$ cat config.mk
export PLATFORM = sky130hd
export DESIGN_NAME = serial_led_command_interpreter
export DESIGN_NICKNAME = d
export VERILOG_FILES = /design/src/rtl/core/slci_pkg.sv /design/src/rtl/core/serial_led_command_interpreter.sv /design/src/rtl/core/slci_ctrl.sv /design/src/rtl/core/slci_datapath.sv
export SDC_FILE = /design/constraint.sdc
export NUM_CORES = 1
export LEC_CHECK = 0
export BUFFER_PORTS_ARGS = -buffer_cell sky130_fd_sc_hd__buf_4
export CORE_MARGIN = 2
export CORE_UTILIZATION = 50
export CTS_CLUSTER_DIAMETER = 200
export DETAILED_ROUTE_END_ITERATION = 16
export HOLD_SLACK_MARGIN = 0.1
export PLACE_DENSITY = 0.74
export SLEW_MARGIN = 20
export SYNTH_ARGS = -nofsm -noshare
export SYNTH_HDL_FRONTEND = slang
export SYNTH_SLANG_ARGS = --single-unit
$ cat constraint.sdc
create_clock -name clk -period 8.25 [get_ports clk]
set_input_delay 0.825 -clock clk [delete_from_list [all_inputs] [get_ports clk]]
set_output_delay 0.825 -clock clk [all_outputs]
set_load 0.005 [all_outputs]
$ cat src/rtl/core/slci_pkg.sv
// Shared types, character codes and helper functions of the serial LED command interpreter.
package slci_pkg;

  localparam logic [7:0] CHAR_CR    = 8'h0D;
  localparam logic [7:0] CHAR_LF    = 8'h0A;
  localparam logic [7:0] CHAR_NUL   = 8'h00;
  localparam logic [7:0] CHAR_ZERO  = 8'h30;
  localparam logic [7:0] CHAR_ONE   = 8'h31;
  localparam logic [7:0] CHAR_NINE  = 8'h39;
  localparam logic [7:0] CHAR_E     = 8'h45;
  localparam logic [7:0] CHAR_R     = 8'h52;
  localparam logic [7:0] CHAR_N     = 8'h4E;
  localparam logic [7:0] CHAR_F     = 8'h46;
  localparam logic [7:0] CHAR_P     = 8'h50;
  localparam logic [7:0] CHAR_Q     = 8'h51;
  localparam logic [7:0] CHAR_LO_A  = 8'h61;
  localparam logic [7:0] CHAR_LO_Z  = 8'h7A;
  localparam logic [7:0] CASE_SHIFT = 8'h20;

  localparam logic [15:0] LED_PIN_MASK = 16'h2727;
  localparam logic [7:0]  LED_ALL_ON   = 8'hFF;
  localparam logic [7:0]  LED_ALL_OFF  = 8'h00;
  localparam logic [8:0]  PARSE_SAT    = 9'd256;
  localparam logic [8:0]  PARSE_MAX    = 9'd255;

  // Pin driven by each LED bit, bit 0 first.
  localparam logic [3:0] PIN_OF_BIT [8] = '{4'd0, 4'd1, 4'd2, 4'd5, 4'd13, 4'd8, 4'd9, 4'd10};

  typedef enum logic [1:0] {
    ST_IDLE,
    ST_BODY,
    ST_CR,
    ST_LF
  } ctrl_state_t;

  typedef enum logic [1:0] {
    REPLY_NONE,
    REPLY_ECHO,
    REPLY_ERR,
    REPLY_QUERY
  } reply_kind_t;

  typedef struct packed {
    logic store;
    logic line_end;
    logic overflow;
    logic emit_body;
    logic emit_cr;
    logic emit_lf;
  } slci_cmd_t;

  typedef struct packed {
    logic        eol;
    logic        line_full;
    reply_kind_t line_reply;
    logic        body_done;
    logic        out_free;
  } slci_status_t;

  function automatic logic [15:0] spread_leds(input logic [7:0] v);
    logic [15:0] pins;
    pins = '0;
    for (int i = 0; i < 8; i++) begin
      if (v[i]) begin
        pins[PIN_OF_BIT[i]] = 1'b1;
      end
    end
    return pins & LED_PIN_MASK;
  endfunction

  function automatic logic [7:0] err_char(input logic [1:0] pos);
    logic [7:0] ch;
    case (pos)
      2'd0:    ch = CHAR_E;
      default: ch = CHAR_R;
    endcase
    return ch;
  endfunction

endpackage

$ cat src/rtl/core/serial_led_command_interpreter.sv
// Top level of the serial LED command interpreter: controller, datapath and checks.
// A stored byte goes into the line store; a line end with a reply starts the body state.
// Reply characters leave one per cycle while out_ready allows; a reply of N characters
// (up to LINE_CAPACITY+1) holds the input until it ends. The rate is set by the single
// output register and the one-read-port line store feeding it.
// Reset (rst_n, synchronous, active low): line empty, LED register off, no reply pending.
module serial_led_command_interpreter #(
  parameter int LINE_CAPACITY = 32
) (
  input  logic        clk,
  input  logic        rst_n,
  input  logic        in_valid,
  output logic        in_ready,
  input  logic [7:0]  in_rx_byte,
  output logic        out_valid,
  input  logic        out_ready,
  output logic [7:0]  out_tx_byte,
  output logic        out_last_of_reply,
  output logic [15:0] out_led_pins
);

  // Command and status bundles between the controller and the datapath.
  slci_pkg::slci_cmd_t    cmd;
  slci_pkg::slci_status_t status;

  // Controller: take a transaction only when idle, then walk body, CR and LF.
  slci_ctrl u_ctrl (
    .clk      (clk),
    .rst_n    (rst_n),
    .in_valid (in_valid),
    .in_ready (in_ready),
    .status   (status),
    .cmd      (cmd)
  );

  // Datapath: hold the line, analyse it as it arrives, drive the reply register.
  slci_datapath #(
    .LINE_CAPACITY (LINE_CAPACITY)
  ) u_datapath (
    .clk           (clk),
    .rst_n         (rst_n),
    .rx_byte       (in_rx_byte),
    .cmd           (cmd),
    .status        (status),
    .out_ready     (out_ready),
    .out_valid     (out_valid),
    .tx_byte       (out_tx_byte),
    .last_of_reply (out_last_of_reply),
    .led_pins      (out_led_pins)
  );

  // Only the wired LED pins may ever be driven.
  a_led_mask : assert property (@(posedge clk) disable iff (!rst_n)
    out_valid |-> ((out_led_pins & ~slci_pkg::LED_PIN_MASK) == 16'h0000))
    else $error("LED pin image drives an unused pin");

  // While a reply is still mid-way, no new input transaction may be taken.
  a_no_input_mid_reply : assert property (@(posedge clk) disable iff (!rst_n)
    (out_valid && out_ready && !out_last_of_reply) |-> !in_ready)
    else $error("input accepted before reply finished");

  // A reply character that is not the last is always followed by another one.
  a_reply_continues : assert property (@(posedge clk) disable iff (!rst_n)
    (out_valid && out_ready && !out_last_of_reply) |=> out_valid)
    else $error("reply stopped before its final character");

endmodule

$ cat src/rtl/core/slci_ctrl.sv
// Controller state machine: input acceptance and reply sequencing.
module slci_ctrl (
  input  logic                  clk,
  input  logic                  rst_n,
  input  logic                  in_valid,
  output logic                  in_ready,
  input  slci_pkg::slci_status_t status,
  output slci_pkg::slci_cmd_t    cmd
);

  slci_pkg::ctrl_state_t state_r, state_nxt;

  always_ff @(posedge clk) begin
    if (!rst_n) begin
      state_r <= slci_pkg::ST_IDLE;
    end else begin
      state_r <= state_nxt;
    end
  end

  always_comb begin
    state_nxt = state_r;
    cmd       = '0;
    in_ready  = 1'b0;
    unique case (state_r)
      slci_pkg::ST_IDLE: begin
        in_ready = 1'b1;
        if (in_valid) begin
          if (status.eol) begin
            cmd.line_end = 1'b1;
            if (status.line_reply != slci_pkg::REPLY_NONE) begin
              state_nxt = slci_pkg::ST_BODY;
            end
          end else if (status.line_full) begin
            cmd.overflow = 1'b1;
            state_nxt    = slci_pkg::ST_BODY;
          end else begin
            cmd.store = 1'b1;
          end
        end
      end
      slci_pkg::ST_BODY: begin
        if (status.out_free) begin
          cmd.emit_body = 1'b1;
          if (status.body_done) begin
            state_nxt = slci_pkg::ST_CR;
          end
        end
      end
      slci_pkg::ST_CR: begin
        if (status.out_free) begin
          cmd.emit_cr = 1'b1;
          state_nxt   = slci_pkg::ST_LF;
        end
      end
      slci_pkg::ST_LF: begin
        if (status.out_free) begin
          cmd.emit_lf = 1'b1;
          state_nxt   = slci_pkg::ST_IDLE;
        end
      end
      default: state_nxt = slci_pkg::ST_IDLE;
    endcase
  end

endmodule

$ cat src/rtl/core/slci_datapath.sv
// Datapath: line store, running line analysis, LED register and output register.
module slci_datapath #(
  parameter int LINE_CAPACITY = 32
) (
  input  logic                   clk,
  input  logic                   rst_n,
  input  logic [7:0]             rx_byte,
  input  slci_pkg::slci_cmd_t    cmd,
  output slci_pkg::slci_status_t status,
  input  logic                   out_ready,
  output logic                   out_valid,
  output logic [7:0]             tx_byte,
  output logic                   last_of_reply,
  output logic [15:0]            led_pins
);

  localparam int AW = $clog2(LINE_CAPACITY);
  localparam int IW = (AW > 3) ? AW : 3;
  localparam logic [AW-1:0] FULL_LEN = AW'(LINE_CAPACITY - 1);

  logic [7:0] line_mem [LINE_CAPACITY];
  logic [7:0] rd_data_r;

  logic [AW-1:0] line_len_r, line_len_nxt;
  logic [AW-1:0] eff_len_r, eff_len_nxt;
  logic          nul_seen_r, nul_seen_nxt;
  logic [7:0]    cmd_char_r, cmd_char_nxt;
  logic [8:0]    pval_r, pval_nxt;
  logic          pok_r, pok_nxt;
  logic [7:0]    led_r, led_nxt;
  logic [IW-1:0] idx_r, idx_nxt;
  logic [IW-1:0] blast_r, blast_nxt;
  slci_pkg::reply_kind_t kind_r, kind_nxt;

  logic        out_valid_r;
  logic [7:0]  tx_byte_r;
  logic        last_r;
  logic [15:0] led_pins_r;

  logic              is_digit;
  logic [12:0]       pval_mul;
  logic [7:0]        cmd_upper;
  slci_pkg::reply_kind_t line_reply;
  logic [7:0]        led_line;
  logic [AW-1:0]     rd_addr;
  logic [7:0]        body_char;
  logic [2:0]        q_bit;

  assign is_digit = (rx_byte >= slci_pkg::CHAR_ZERO) && (rx_byte <= slci_pkg::CHAR_NINE);
  assign pval_mul = {1'b0, pval_r, 3'b000} + {3'b000, pval_r, 1'b0}
                  + {5'b0, rx_byte - slci_pkg::CHAR_ZERO};

  // Command decision for the line held so far.
  always_comb begin
    cmd_upper = cmd_char_r;
    if (cmd_char_r >= slci_pkg::CHAR_LO_A && cmd_char_r <= slci_pkg::CHAR_LO_Z) begin
      cmd_upper = cmd_char_r - slci_pkg::CASE_SHIFT;
    end
    led_line   = led_r;
    line_reply = slci_pkg::REPLY_ERR;
    if (eff_len_r == '0) begin
      line_reply = slci_pkg::REPLY_NONE;
    end else begin
      unique case (cmd_upper)
        slci_pkg::CHAR_E: line_reply = slci_pkg::REPLY_ECHO;
        slci_pkg::CHAR_N: begin
          line_reply = slci_pkg::REPLY_ECHO;
          led_line   = slci_pkg::LED_ALL_ON;
        end
        slci_pkg::CHAR_F: begin
          line_reply = slci_pkg::REPLY_ECHO;
          led_line   = slci_pkg::LED_ALL_OFF;
        end
        slci_pkg::CHAR_P: begin
          if (pok_r && eff_len_r > AW'(1) && pval_r <= slci_pkg::PARSE_MAX) begin
            line_reply = slci_pkg::REPLY_ECHO;
            led_line   = pval_r[7:0];
          end
        end
        slci_pkg::CHAR_Q: line_reply = slci_pkg::REPLY_QUERY;
        default:          line_reply = slci_pkg::REPLY_ERR;
      endcase
    end
  end

  always_comb begin
    status.eol        = (rx_byte == slci_pkg::CHAR_CR) || (rx_byte == slci_pkg::CHAR_LF);
    status.line_full  = (line_len_r == FULL_LEN);
    status.line_reply = line_reply;
    status.body_done  = (idx_r == blast_r);
    status.out_free   = !out_valid_r || out_ready;
  end

  // Line tracking and reply set-up.
  always_comb begin
    line_len_nxt = line_len_r;
    eff_len_nxt  = eff_len_r;
    nul_seen_nxt = nul_seen_r;
    cmd_char_nxt = cmd_char_r;
    pval_nxt     = pval_r;
    pok_nxt      = pok_r;
    led_nxt      = led_r;
    kind_nxt     = kind_r;
    blast_nxt    = blast_r;
    idx_nxt      = idx_r;
    if (cmd.store) begin
      line_len_nxt = line_len_r + AW'(1);
      if (line_len_r == '0) begin
        cmd_char_nxt = rx_byte;
      end
      if (!nul_seen_r) begin
        if (rx_byte == slci_pkg::CHAR_NUL) begin
          nul_seen_nxt = 1'b1;
        end else begin
          eff_len_nxt = eff_len_r + AW'(1);
          if (line_len_r != '0 && pok_r) begin
            if (!is_digit) begin
              pok_nxt = 1'b0;
            end else if (pval_mul > 13'(slci_pkg::PARSE_SAT)) begin
              pval_nxt = slci_pkg::PARSE_SAT;
            end else begin
              pval_nxt = pval_mul[8:0];
            end
          end
        end
      end
    end
    if (cmd.line_end || cmd.overflow) begin
      line_len_nxt = '0;
      eff_len_nxt  = '0;
      nul_seen_nxt = 1'b0;
      pval_nxt     = '0;
      pok_nxt      = 1'b1;
      idx_nxt      = '0;
    end
    if (cmd.line_end) begin
      led_nxt  = led_line;
      kind_nxt = line_reply;
      unique case (line_reply)
        slci_pkg::REPLY_ECHO:  blast_nxt = IW'(eff_len_r - AW'(1));
        slci_pkg::REPLY_QUERY: blast_nxt = IW'(7);
        default:               blast_nxt = IW'(2);
      endcase
    end
    if (cmd.overflow) begin
      kind_nxt  = slci_pkg::REPLY_ERR;
      blast_nxt = IW'(2);
    end
    if (cmd.emit_body) begin
      idx_nxt = status.body_done ? '0 : idx_r + IW'(1);
    end
  end

  // Prefetch the next echo character so one leaves per cycle while the output register is free.
  assign rd_addr = (cmd.emit_body && !status.body_done) ? AW'(idx_r + IW'(1)) : idx_r[AW-1:0];

  always_ff @(posedge clk) begin
    if (cmd.store) begin
      line_mem[line_len_r] <= rx_byte;
    end
    rd_data_r <= line_mem[rd_addr];
  end

  assign q_bit = 3'd7 - idx_r[2:0];

  always_comb begin
    unique case (kind_r)
      slci_pkg::REPLY_ECHO:  body_char = rd_data_r;
      slci_pkg::REPLY_QUERY: body_char = led_r[q_bit] ? slci_pkg::CHAR_ONE : slci_pkg::CHAR_ZERO;
      default:               body_char = slci_pkg::err_char(idx_r[1:0]);
    endcase
  end

  always_ff @(posedge clk) begin
    if (!rst_n) begin
      line_len_r  <= '0;
      eff_len_r   <= '0;
      nul_seen_r  <= 1'b0;
      cmd_char_r  <= slci_pkg::CHAR_NUL;
      pval_r      <= '0;
      pok_r       <= 1'b1;
      led_r       <= slci_pkg::LED_ALL_OFF;
      kind_r      <= slci_pkg::REPLY_NONE;
      blast_r     <= '0;
      idx_r       <= '0;
      out_valid_r <= 1'b0;
    end else begin
      line_len_r <= line_len_nxt;
      eff_len_r  <= eff_len_nxt;
      nul_seen_r <= nul_seen_nxt;
      cmd_char_r <= cmd_char_nxt;
      pval_r     <= pval_nxt;
      pok_r      <= pok_nxt;
      led_r      <= led_nxt;
      kind_r     <= kind_nxt;
      blast_r    <= blast_nxt;
      idx_r      <= idx_nxt;
      if (cmd.emit_body || cmd.emit_cr || cmd.emit_lf) begin
        out_valid_r <= 1'b1;
      end else if (out_ready) begin
        out_valid_r <= 1'b0;
      end
    end
  end

  always_ff @(posedge clk) begin
    if (cmd.emit_body || cmd.emit_cr || cmd.emit_lf) begin
      last_r     <= cmd.emit_lf;
      led_pins_r <= slci_pkg::spread_leds(led_r);
      if (cmd.emit_body) begin
        tx_byte_r <= body_char;
      end else if (cmd.emit_cr) begin
        tx_byte_r <= slci_pkg::CHAR_CR;
      end else begin
        tx_byte_r <= slci_pkg::CHAR_LF;
      end
    end
  end

  assign out_valid     = out_valid_r;
  assign tx_byte       = tx_byte_r;
  assign last_of_reply = last_r;
  assign led_pins      = led_pins_r;

endmodule
==> summary.txt, run 1 <==
Yosys
  • Count leader, synth: edfxtp_1
  • Synthesized flop and latch total: 333
  • Seq/Total Area, Yosys: 55.7%
  • Mapped Cells: 1,327
  • Top post-synthesis cells by count: 273 x edfxtp_1, 177 x mux2i_1, 90 x nor2_1
  • EDFF count, synth: 273
  • Post-synth cell types: 77
  • Prevailing post-synth register cell: edfxtp_1
  • Ys async rst share: 0%
  • Syn Area/Cell: 12.7 sq um
  • Ranking of synthesized cells by area: edfxtp_1 49%, mux2i_1 11%, dfxtp_1 7.1%
  • Cell taking the most area after synthesis: edfxtp_1
  • Area share of the largest cell type after synthesis: 48.6%
  • Yosys warnings: 0
  • Synth Cell Area: 16,900 sq um

STA
  • # setup viols final: 0
  • Final Hold Fails: 0
  • Minimum clock period after layout: 4.58 ns
  • Worst Slack Setup Final: 3.67 ns
  • Fin Setup TNS: 0 ns
  • Slew Limit Fails: 0
  • RSZ-0062 raised after global routing: false
  • Slew margin rel.: 25.1%
  • Hold Slack: 0.462 ns
  • Skew final: 0.0179 ns
  • Slew @ Worst Pin: 1.12 ns
  • Max Clock Freq: 218 MHz
  • Fin crit share: 55.5%

CTS
  • Num CTS Buffers: 35
  • Clock Latency Late Sink: 0.52 ns
  • Clk slew on worst S/H paths: 0.06 ns
  • Setup Buffers After CTS: 0
  • Post-CTS Resized: 0
  • CTS root buffer: clkbuf_16
  • H-tree depth: 2
  • CTS tree: yes
  • Hold buffers post-CTS: 0
  • CTS max path bufs: 3
  • CTS Sinks: 333

Place
  • Area post-placement: 17,500 sq um
  • DP Worst Slack: 3.73 ns
  • PortBufs: 30
  • Routability Congestion: 0.919
  • Post-DP HPWL: 27.5 mm

Cells and area
  • Sequential Area: 9400 sq um
  • Layout cell share with drive strength beyond 1: 14.9%
  • Cell area after layout: 18,600 sq um
  • Area of the multi-input gates: 6990 sq um
  • Fillcell total: 2,782
  • ANT cells: 0
  • Area Overhead vs Synth: 10.4%
  • Final #Nets: 1,380

Worst setup path
  • CP endpoint kind: register
  • Worst Setup Start Kind: register
  • CP max FO: 57
  • Worst EP required: 8.63 ns
  • Worst EP arrival: 4.96 ns
  • WS Path Type: reg -> reg

Global route
  • Initial antenna violation count: 3
  • Pin count of the biggest net entering global routing: 74
  • Number of global-route vias before repair: 11,400
  • GRT Total Usage: 24.2%
  • Overflow after GRT: 0
  • First-pass GRT wire length: 65.2 mm

Route
  • Post-route ant nets: 0
  • Vias/cell: 6.36
  • WL final: 43.5 mm
  • Via count: 11,500
  • DRC: 0
  • Drt wl/cell: 24.1 microns
  • DR pass1 iterations: 5
  • DRT iter0 DRCs: 1,106

Run
  • Max-cap violations: 0

Floorplan
  • Die width: 188 microns
  • IO Pins: 39
  • Die Ht: 188 microns
  • Row count: 67
  • Die Area: 35,200 sq um
  • Core Box Area: 33,400 sq um
  • Starting Density: 50.6%

Power and ir drop
  • Worst vdd ir: 0.155 mV
  • Leak Pwr: 0.00603 uW
  • PwrDens: 207 nW/um^2

Status
  • Status: completed

Worst hold path
  • HP Class: reg -> reg
[final timing paths]
path | from | to | slack (ns) | cells after the start
max | u_datapath.idx_r[1] | u_datapath.rd_data_r[6] | 3.67 | 8
min | u_datapath.led_r[2] | u_datapath.led_pins[2] | 0.46 | 0
max reg2reg | u_datapath.idx_r[1] | u_datapath.rd_data_r[6] | 3.67 | 8
min reg2reg | u_datapath.led_r[2] | u_datapath.led_pins[2] | 0.46 | 0
[cells in the final DEF, fill, tap and decap left out, types with 11 or more instances in the layout]
cell type  Yosys  final
a211oi_1      54     54
a21oi_1       45     45
buf_4         11     47
clkbuf_1      43     13
clkbuf_16      0     37
dfxtp_1       60     59
edfxtp_1     273    273
ha_1          30     29
inv_1         37     37
mux2_2        65     65
mux2i_1      177    177
mux4_2        11     11
nand2_1       56     56
nand3_1       23     23
nand4_1       11     11
nor2_1        90     88
nor2b_1       23     23
nor3_1        19     19
o211ai_1      37     37
o21ai_0       18     18
o221ai_1      24     24
xnor2_1       13     13
[per-layer routing]
metal / part of all wire, % / global-route usage (%) / vias up
li1: - / - / 5177
met5: 0.025 / 0 / -
met1: 40 / 30.9 / 5688
met4: 3.7 / 10.2 / 2
met2: 48 / 40.4 / 498
met3: 8.4 / 4.68 / 120
[cell type report]
cell class | count | share of cell area [%]
flip-flops and latches | 333 | 50.5
multi-input cells | 876 | 37.6
clock buffers | 53 | 5.46
well taps | 448 | 3.01
repair buffers | 47 | 1.89
clock inverters | 10 | 0.793
inverters | 39 | 0.786
[kinds of logic after synthesis]
family,count (synthesis),synth area share [%]
buffers and inverters,125,3.26
other,1,0.0222
adders and majority gates,36,2.94
muxes,253,16.3
DFF,333,55.7
AOI/OAI and AO/OA,281,12.4
and+or+nand+nor,275,8.09
xor gates and xnor gates,23,1.19
[power breakdown]
part	total, uW	leakage, uW	switching, uW	internal, uW
registers	1920	0.00295	38.2	1880
clock network	1610	0.000568	632	975
logic	336	0.00251	227	110
[worst max-delay path, stage by stage (launching register included)]
cell       delay (ns)
dfxtp_4          0.85
inv_1            0.25
ha_4             0.92
and3_1           0.30
o21ai_1          0.21
nand2_1          0.89
mux2_2           0.41
a2111oi_0        0.43
a22oi_1          0.13
[flip-flops by register name, indices dropped and copies added, names as in the netlist, 2 cells and up]
signal,count
u_datapath.line_mem,256
u_datapath.pval_r,9
u_datapath.cmd_char_r,8
u_datapath.led_pins,8
u_datapath.led_r,8
u_datapath.rd_data_r,8
u_datapath.tx_byte,8
u_datapath.blast_r,5
u_datapath.eff_len_r,5
u_datapath.idx_r,5
u_datapath.line_len_r,5
u_ctrl.state_r,2
u_datapath.kind_r,2
[through the flow]
stage	cells	util [%]	total power, uW
2_1_floorplan	1334	-	2130
3_3_place_gp	1743	52.3	2270
3_5_place_dp	1743	52.3	2290
4_1_cts	1806	55.8	3870
5_1_grt	1806	55.8	3970
6_report	1806	55.8	3860
Power figures use the tool's default switching activity.
==> run 2, diff against run 1 <==
- ABC_AREA: unset -> 1
- PLACE_DENSITY: 0.74 -> 0.77
- clock period: 8.25 -> 4.16 ns (I/O delays scaled with it)
==> run 2 against run 1 <==
Clock-buffer cell count unchanged; design area down 7.6%; wire length down 15%; clock skew up 0.0038 ns; critical endpoint is now u_datapath.rd_data_r[1]; first-iteration DRC count up 22%; clock power up 75%; register-to-register slack worse by 2.7 ns; sequential share of layout area up 4.2 points; global-route usage down 1.5 points; flip-flop and latch count unchanged; via count up 0.49%.
==> summary.txt, run 2 <==
Yosys
  • Prevailing post-synth register cell: edfxtp_1
  • Mux share of post-synthesis cell area: 0%
  • Synth Area in Adders: 3.17%
  • Ranking of synthesized cells by area: edfxtp_1 52%, nand3_1 9.6%, nand2_1 9.0%
  • Yosys warnings: 0
  • Post-synthesis xor/xnor area fraction: 0.561%
  • Syn Area/Cell: 9.55 sq um
  • Mapped Cells: 1,635
  • Post-synth cell types: 39
  • Post-synthesis compound-gate area fraction: 3.98%
  • Cell taking the most area after synthesis: edfxtp_1
  • Synth Cell Area: 15,600 sq um
  • Largest family of logic cells by synthesized area: simple AND/OR/NAND/NOR gates
  • Count leader, synth: nand2_1
  • Ys async rst share: 0%
  • Area share of the largest cell type after synthesis: 52.5%
  • EDFF count, synth: 273
  • Seq/Total Area, Yosys: 60.2%
  • Synthesized flop and latch total: 333
  • Top post-synthesis cells by count: 374 x nand2_1, 300 x nand3_1, 273 x edfxtp_1
  • Post-synthesis simple-gate area fraction: 24.1%

Global route
  • Overflow after GRT: 0
  • First-pass GRT wire length: 59.0 mm
  • GRT Total Usage: 22.7%
  • Initial antenna violation count: 0
  • Number of global-route vias before repair: 11,300
  • Pin count of the biggest net entering global routing: 129

Cells and area
  • Largest regs: u_datapath.line_mem x256, u_datapath.pval_r x9
  • Non-Filler Instances: 2,074
  • Cell area after layout: 17,200 sq um
  • Fillcell total: 2,565
  • Final #Nets: 1,702
  • Area of the multi-input gates: 5030 sq um
  • Largest reg by FF count: u_datapath.line_mem
  • Commonest non-fill, non-tap cell in the layout: nand2_1
  • Sequential Area: 9400 sq um
  • Layout cell share with drive strength beyond 1: 7.21%
  • Area Overhead vs Synth: 10.1%
  • Commonest cells after routing, fill and taps aside: 373 x nand2_1, 299 x nand3_1, 273 x edfxtp_1
  • Max reg flops: 256
  • ANT cells: 0

Run
  • Max-cap violations: 0

Floorplan
  • Die width: 181 microns
  • Starting Density: 50.9%
  • Core Box Area: 30,700 sq um
  • Die Area: 32,700 sq um
  • Row count: 64
  • IO Pins: 39
  • Die Ht: 181 microns

STA
  • Max Clock Freq: 316 MHz
  • Fin Setup TNS: 0 ns
  • Fin crit share: 76.1%
  • Minimum clock period after layout: 3.17 ns
  • # setup viols final: 0
  • RSZ-0062 raised after global routing: false
  • Slew @ Worst Pin: 1.04 ns
  • Skew final: 0.0217 ns
  • Slew Limit Fails: 0
  • Worst Slack Setup Final: 0.994 ns
  • Final Hold Fails: 0
  • Slew margin rel.: 30.3%

Worst setup path
  • Worst Setup Start Kind: register
  • WS Path Type: reg -> reg
  • Reg2reg path depth: 11
  • Reg-to-reg startpoint: u_datapath.idx_r[0]
  • CP max FO: 34
  • Reg2Reg Setup Slack: 0.99 ns
  • Worst EP arrival: 3.61 ns
  • R2r endpoint: u_datapath.rd_data_r[1]
  • CP endpoint kind: register
  • Worst EP required: 4.60 ns

Power and ir drop
  • Tot Pwr: 6780 uW
  • Internal power: 5310 uW
  • Worst vdd ir: 0.218 mV
  • Clock power share: 41.6%
  • Seq pwr share: 54.0%
  • PwrDens: 394 nW/um^2
  • Comb pwr share: 4.4%
  • Net Sw Frac: 21.7%
  • Leak Pwr: 0.00712 uW
  • P_sw: 1470 uW

CTS
  • Post-CTS Resized: 0
  • Num CTS Buffers: 34
  • H-tree depth: 2
  • Clk slew on worst S/H paths: 0.06 ns
  • CTS root buffer: clkbuf_16
  • CTS Sinks: 333
  • Hold buffers post-CTS: 0
  • Setup Buffers After CTS: 0
  • CTS tree: yes
  • Clock Latency Late Sink: 0.53 ns
  • CTS max path bufs: 3

Place
  • Area post-placement: 16,200 sq um
  • PortBufs: 30
  • DP Worst Slack: 0.794 ns
  • Post-DP HPWL: 23.2 mm
  • Dpl cells: 2,014
  • Routability Congestion: 0.934

Worst hold path
  • Hold endpoint: u_datapath.line_mem[17][4]
  • WHS Path Cells: 1
  • HP Class: in -> reg
  • Startpoint of the worst hold path: in_rx_byte[4]

Route
  • Vias/cell: 5.56
  • Post-route ant nets: 0
  • DR pass1 iterations: 6
  • DRC: 0
  • WL final: 36.9 mm
  • DRT iter0 DRCs: 1,352
  • Drt wl/cell: 17.8 microns
  • Via count: 11,500

Status
  • Status: completed
[run 2: cell count changes in the layout (fill, tap and decap cells not counted), sizes merged, moves of 27 or more]
cell and delta:
mux2i -177, mux2 -65, nand2 +321, o211ai -36, o21ai +35, inv +182, nand3 +279, nand3b +27
a211oi -55
[run 2: area by class of cell]
type | instances | area share, %
Clock inverter | 7 | 0.313
Clock buffer | 53 | 5.54
Sequential cell | 333 | 54.7
Timing Repair Buffer | 53 | 2.60
Multi-Input combinational cell | 1014 | 29.3
Inverter | 218 | 4.76
Tap cell | 396 | 2.88
[run 2: cell families (layout without fill, tap and decap cells)]
group,after synthesis,after routing
adder cells (fa/ha/maj),36,36
other,1,8
AND/OR/NAND/NOR,844,844
XOR/XNOR,10,10
buffers and inverters,295,331
AO/OA/AOI/OAI,116,116
flip-flops,333,333
[run 2: worst max-delay path by stage]
stage / from / endpoint / slack (ns)
floorplan: in_rx_byte[4] / u_datapath.pval_r[5] / 1.24
global placement: in_rx_byte[4] / u_datapath.pval_r[0] / 0.82
detailed placement: in_rx_byte[4] / u_datapath.pval_r[3] / 0.79
CTS: u_ctrl.state_r[1] / u_datapath.rd_data_r[1] / 1.01
global route: u_ctrl.state_r[1] / u_datapath.rd_data_r[0] / 0.69
finish: u_datapath.idx_r[0] / u_datapath.rd_data_r[1] / 0.99
[run 2: worst max-delay path: stages, from the launching register on]
cell	delay (ns)
dfxtp_1	0.58
clkinv_1	0.36
ha_1	0.45
nand2_1	0.10
nand2_2	0.56
buf_4	0.41
nand2_1	0.10
nand3_1	0.09
nand3_1	0.12
nand2_1	0.10
nand2_1	0.09
nand2_1	0.12
[run 2: power groups by stage]
stage | Sequential (uW) | Clock [uW] | Combinational (uW)
global placement | 3730 | 0 | 283
CTS | 3660 | 2840 | 295
floorplan | 3730 | 0 | 174
global route | 3670 | 2960 | 332
finish | 3660 | 2820 | 297
detailed placement | 3730 | 0 | 292
[run 2: stage by stage]
stage | util [%] | hold WS [ns]
floorplan | - | 0.426
global placement | 52.8 | 0.449
detailed placement | 52.8 | 0.460
CTS | 56.1 | 0.162
global route | 56.1 | 0.171
finish | 56.1 | 0.159
[run 2: metal layers]
layer	vias up	track usage (%)	wire (microns)
met5	-	0	0
met4	0	8.35	1240
met1	5489	29.0	14700
met2	470	39.2	18400
met3	98	3.29	2610
li1	5484	-	-
==> run 3, diff against run 2 <==
- clock period: 4.16 -> 2.73 ns (I/O delays scaled with it)
==> run 3 against run 2 <==
The run now ends with negative setup slack left; via count is 4.0% higher; utilization is 2.7 points higher; non-clock buffer count is 68 higher; die area stayed put; critical path depth is 1 higher; critical endpoint is now u_datapath.pval_r[0]; largest cell class unchanged; largest power group unchanged.
==> summary.txt, run 3 (synthesized netlist as in run 2, its figures left out) <==
Floorplan
  • Core Box Area: 30,700 sq um
  • Starting Density: 50.9%
  • Die Ht: 181 microns
  • Die width: 181 microns
  • IO Pins: 39
  • Die Area: 32,700 sq um
  • Row count: 64

Cells and area
  • ANT cells: 0
  • Max reg flops: 256
  • Non-Filler Instances: 2,141
  • Area Overhead vs Synth: 15.5%
  • Largest reg by FF count: u_datapath.line_mem
  • Fillcell total: 2,470
  • Commonest cells after routing, fill and taps aside: 371 x nand2_1, 299 x nand3_1, 273 x edfxtp_1
  • Layout cell share with drive strength beyond 1: 12.3%
  • Final #Nets: 1,770
  • Commonest non-fill, non-tap cell in the layout: nand2_1
  • Largest regs: u_datapath.line_mem x256, u_datapath.pval_r x9

STA
  • Hold Slack: 0.129 ns
  • Max Clock Freq: 364 MHz
  • Fin crit share: 101%
  • Slew margin rel.: 49.4%
  • Worst Slack Setup Final: -0.0187 ns
  • Skew final: 0.0132 ns
  • # setup viols final: 1
  • Slew @ Worst Pin: 0.757 ns
  • Final Hold Fails: 0
  • Fin Setup TNS: -0.0187 ns
  • RSZ-0062 raised after global routing: true
  • Minimum clock period after layout: 2.75 ns
  • Slew Limit Fails: 0

CTS
  • CTS Sinks: 333
  • H-tree depth: 2
  • CTS tree: yes
  • Clk slew on worst S/H paths: 0.06 ns
  • CTS root buffer: clkbuf_16
  • Num CTS Buffers: 34
  • Clock Latency Late Sink: 0.52 ns
  • CTS max path bufs: 3

Route
  • WL final: 39.7 mm
  • Post-route ant nets: 0
  • DRC: 0
  • Vias/cell: 5.60
  • Via count: 12,000
  • DRT iter0 DRCs: 1,410
  • Drt wl/cell: 18.5 microns
  • DR pass1 iterations: 5

Power and ir drop
  • Leak Pwr: 0.00755 uW
  • PwrDens: 598 nW/um^2
  • Worst vdd ir: 0.341 mV

Global route
  • First-pass GRT wire length: 62.2 mm
  • Number of global-route vias before repair: 11,500
  • Initial antenna violation count: 0
  • GRT Total Usage: 24.1%
  • Overflow after GRT: 0
  • Pin count of the biggest net entering global routing: 93

Place
  • Routability Congestion: 0.898
  • Dpl cells: 2,077
  • Post-DP HPWL: 26.0 mm
  • PortBufs: 30
  • DP Worst Slack: -0.358 ns

Worst setup path
  • Worst Setup Start Kind: register
  • CP dominant cell by count: nand2_1
  • CP max stage delay: 0.57 ns
  • Reg2reg path depth: 12
  • WS Path Type: reg -> reg
  • Worst EP required: 3.17 ns
  • Worst-path cell chain: fa_2 > fa_2 > or2_4 > nor4_4 > nand2_1 > nor2_1 > nand2_1 > a21oi_2 > nand2_2 > inv_4 > nand2_1 > a21oi_2
  • Worst EP arrival: 3.19 ns
  • CP endpoint kind: register
  • Critical Path Slowest Stage Cell: fa_2
  • WP depth: 12
  • CP max FO: 6
  • Buf/Inv on CP: 1
  • Cell family with most CP delay: adder cells
  • Reg2Reg Setup Slack: -0.02 ns

Run
  • Max-cap violations: 0

Status
  • Failing checks: negative setup slack
  • Status: finished, violations left

Worst hold path
  • WHS Path Cells: 3
  • HP Class: in -> reg
run 3: metal layers:
layer	global-route usage [%]	part of all wire, %	wire [microns]	vias to the layer above
li1	-	-	-	5625
met1	30.5	39	15400	5750
met2	41.4	50	19900	517
met3	3.25	7.0	2780	106
met4	10.5	3.9	1560	0
met5	0	0	0	-
run 3: worst paths after layout:
check / startpoint / endpoint
setup / recovery: u_datapath.pval_r[0] / u_datapath.pval_r[0]
hold / removal: in_rx_byte[0] / u_datapath.cmd_char_r[0]
setup reg to reg: u_datapath.pval_r[0] / u_datapath.pval_r[0]
hold reg to reg: u_datapath.blast_r[0] / u_datapath.blast_r[0]
run 3: power breakdown:
group / total (uW) / switching (uW) / internal (uW)
clock: 4670 / 1870 / 2800
combinational: 540 / 356 / 183
sequential: 5580 / 33.3 / 5550
run 3: repair_timing:
action | in CTS | in global routing
setup endpoints to repair | 9 | 38
hold endpoints to repair | 1 | 0
hold buffers | 1 | 0
pin swaps | 10 | 12
resized for setup | 6 | 20
setup buffers | 3 | 1
run 3: worst reg2reg max path, cell delays in order (launching register included):
cell     delay, ns
dfxtp_2       0.34
fa_2          0.57
fa_2          0.44
or2_4         0.25
nor4_4        0.20
nand2_1       0.09
nor2_1        0.11
nand2_1       0.09
a21oi_2       0.16
nand2_2       0.09
inv_4         0.09
nand2_1       0.08
a21oi_2       0.17
run 3: area by class of cell:
| class | count | area, sq um | share of cell area [%] |
|---|---|---|---|
| timing repair buffer | 121 | 1070 | 5.95 |
| multi-input combinational | 1014 | 5130 | 28.4 |
| tap | 396 | 495 | 2.75 |
| clock inverter | 14 | 136 | 0.756 |
| clock buffer | 45 | 980 | 5.43 |
| inverter | 218 | 821 | 4.55 |
| sequential | 333 | 9400 | 52.1 |
run 3: metrics by stage:
stage	util, %	power, uW	area (sq um)
after global placement	54.7	6180	16800
after global routing	58.8	11100	18000
after CTS	58.5	10800	18000
final	58.8	10800	18000
after detailed placement	54.7	6190	16800
after floorplan	-	5950	15600
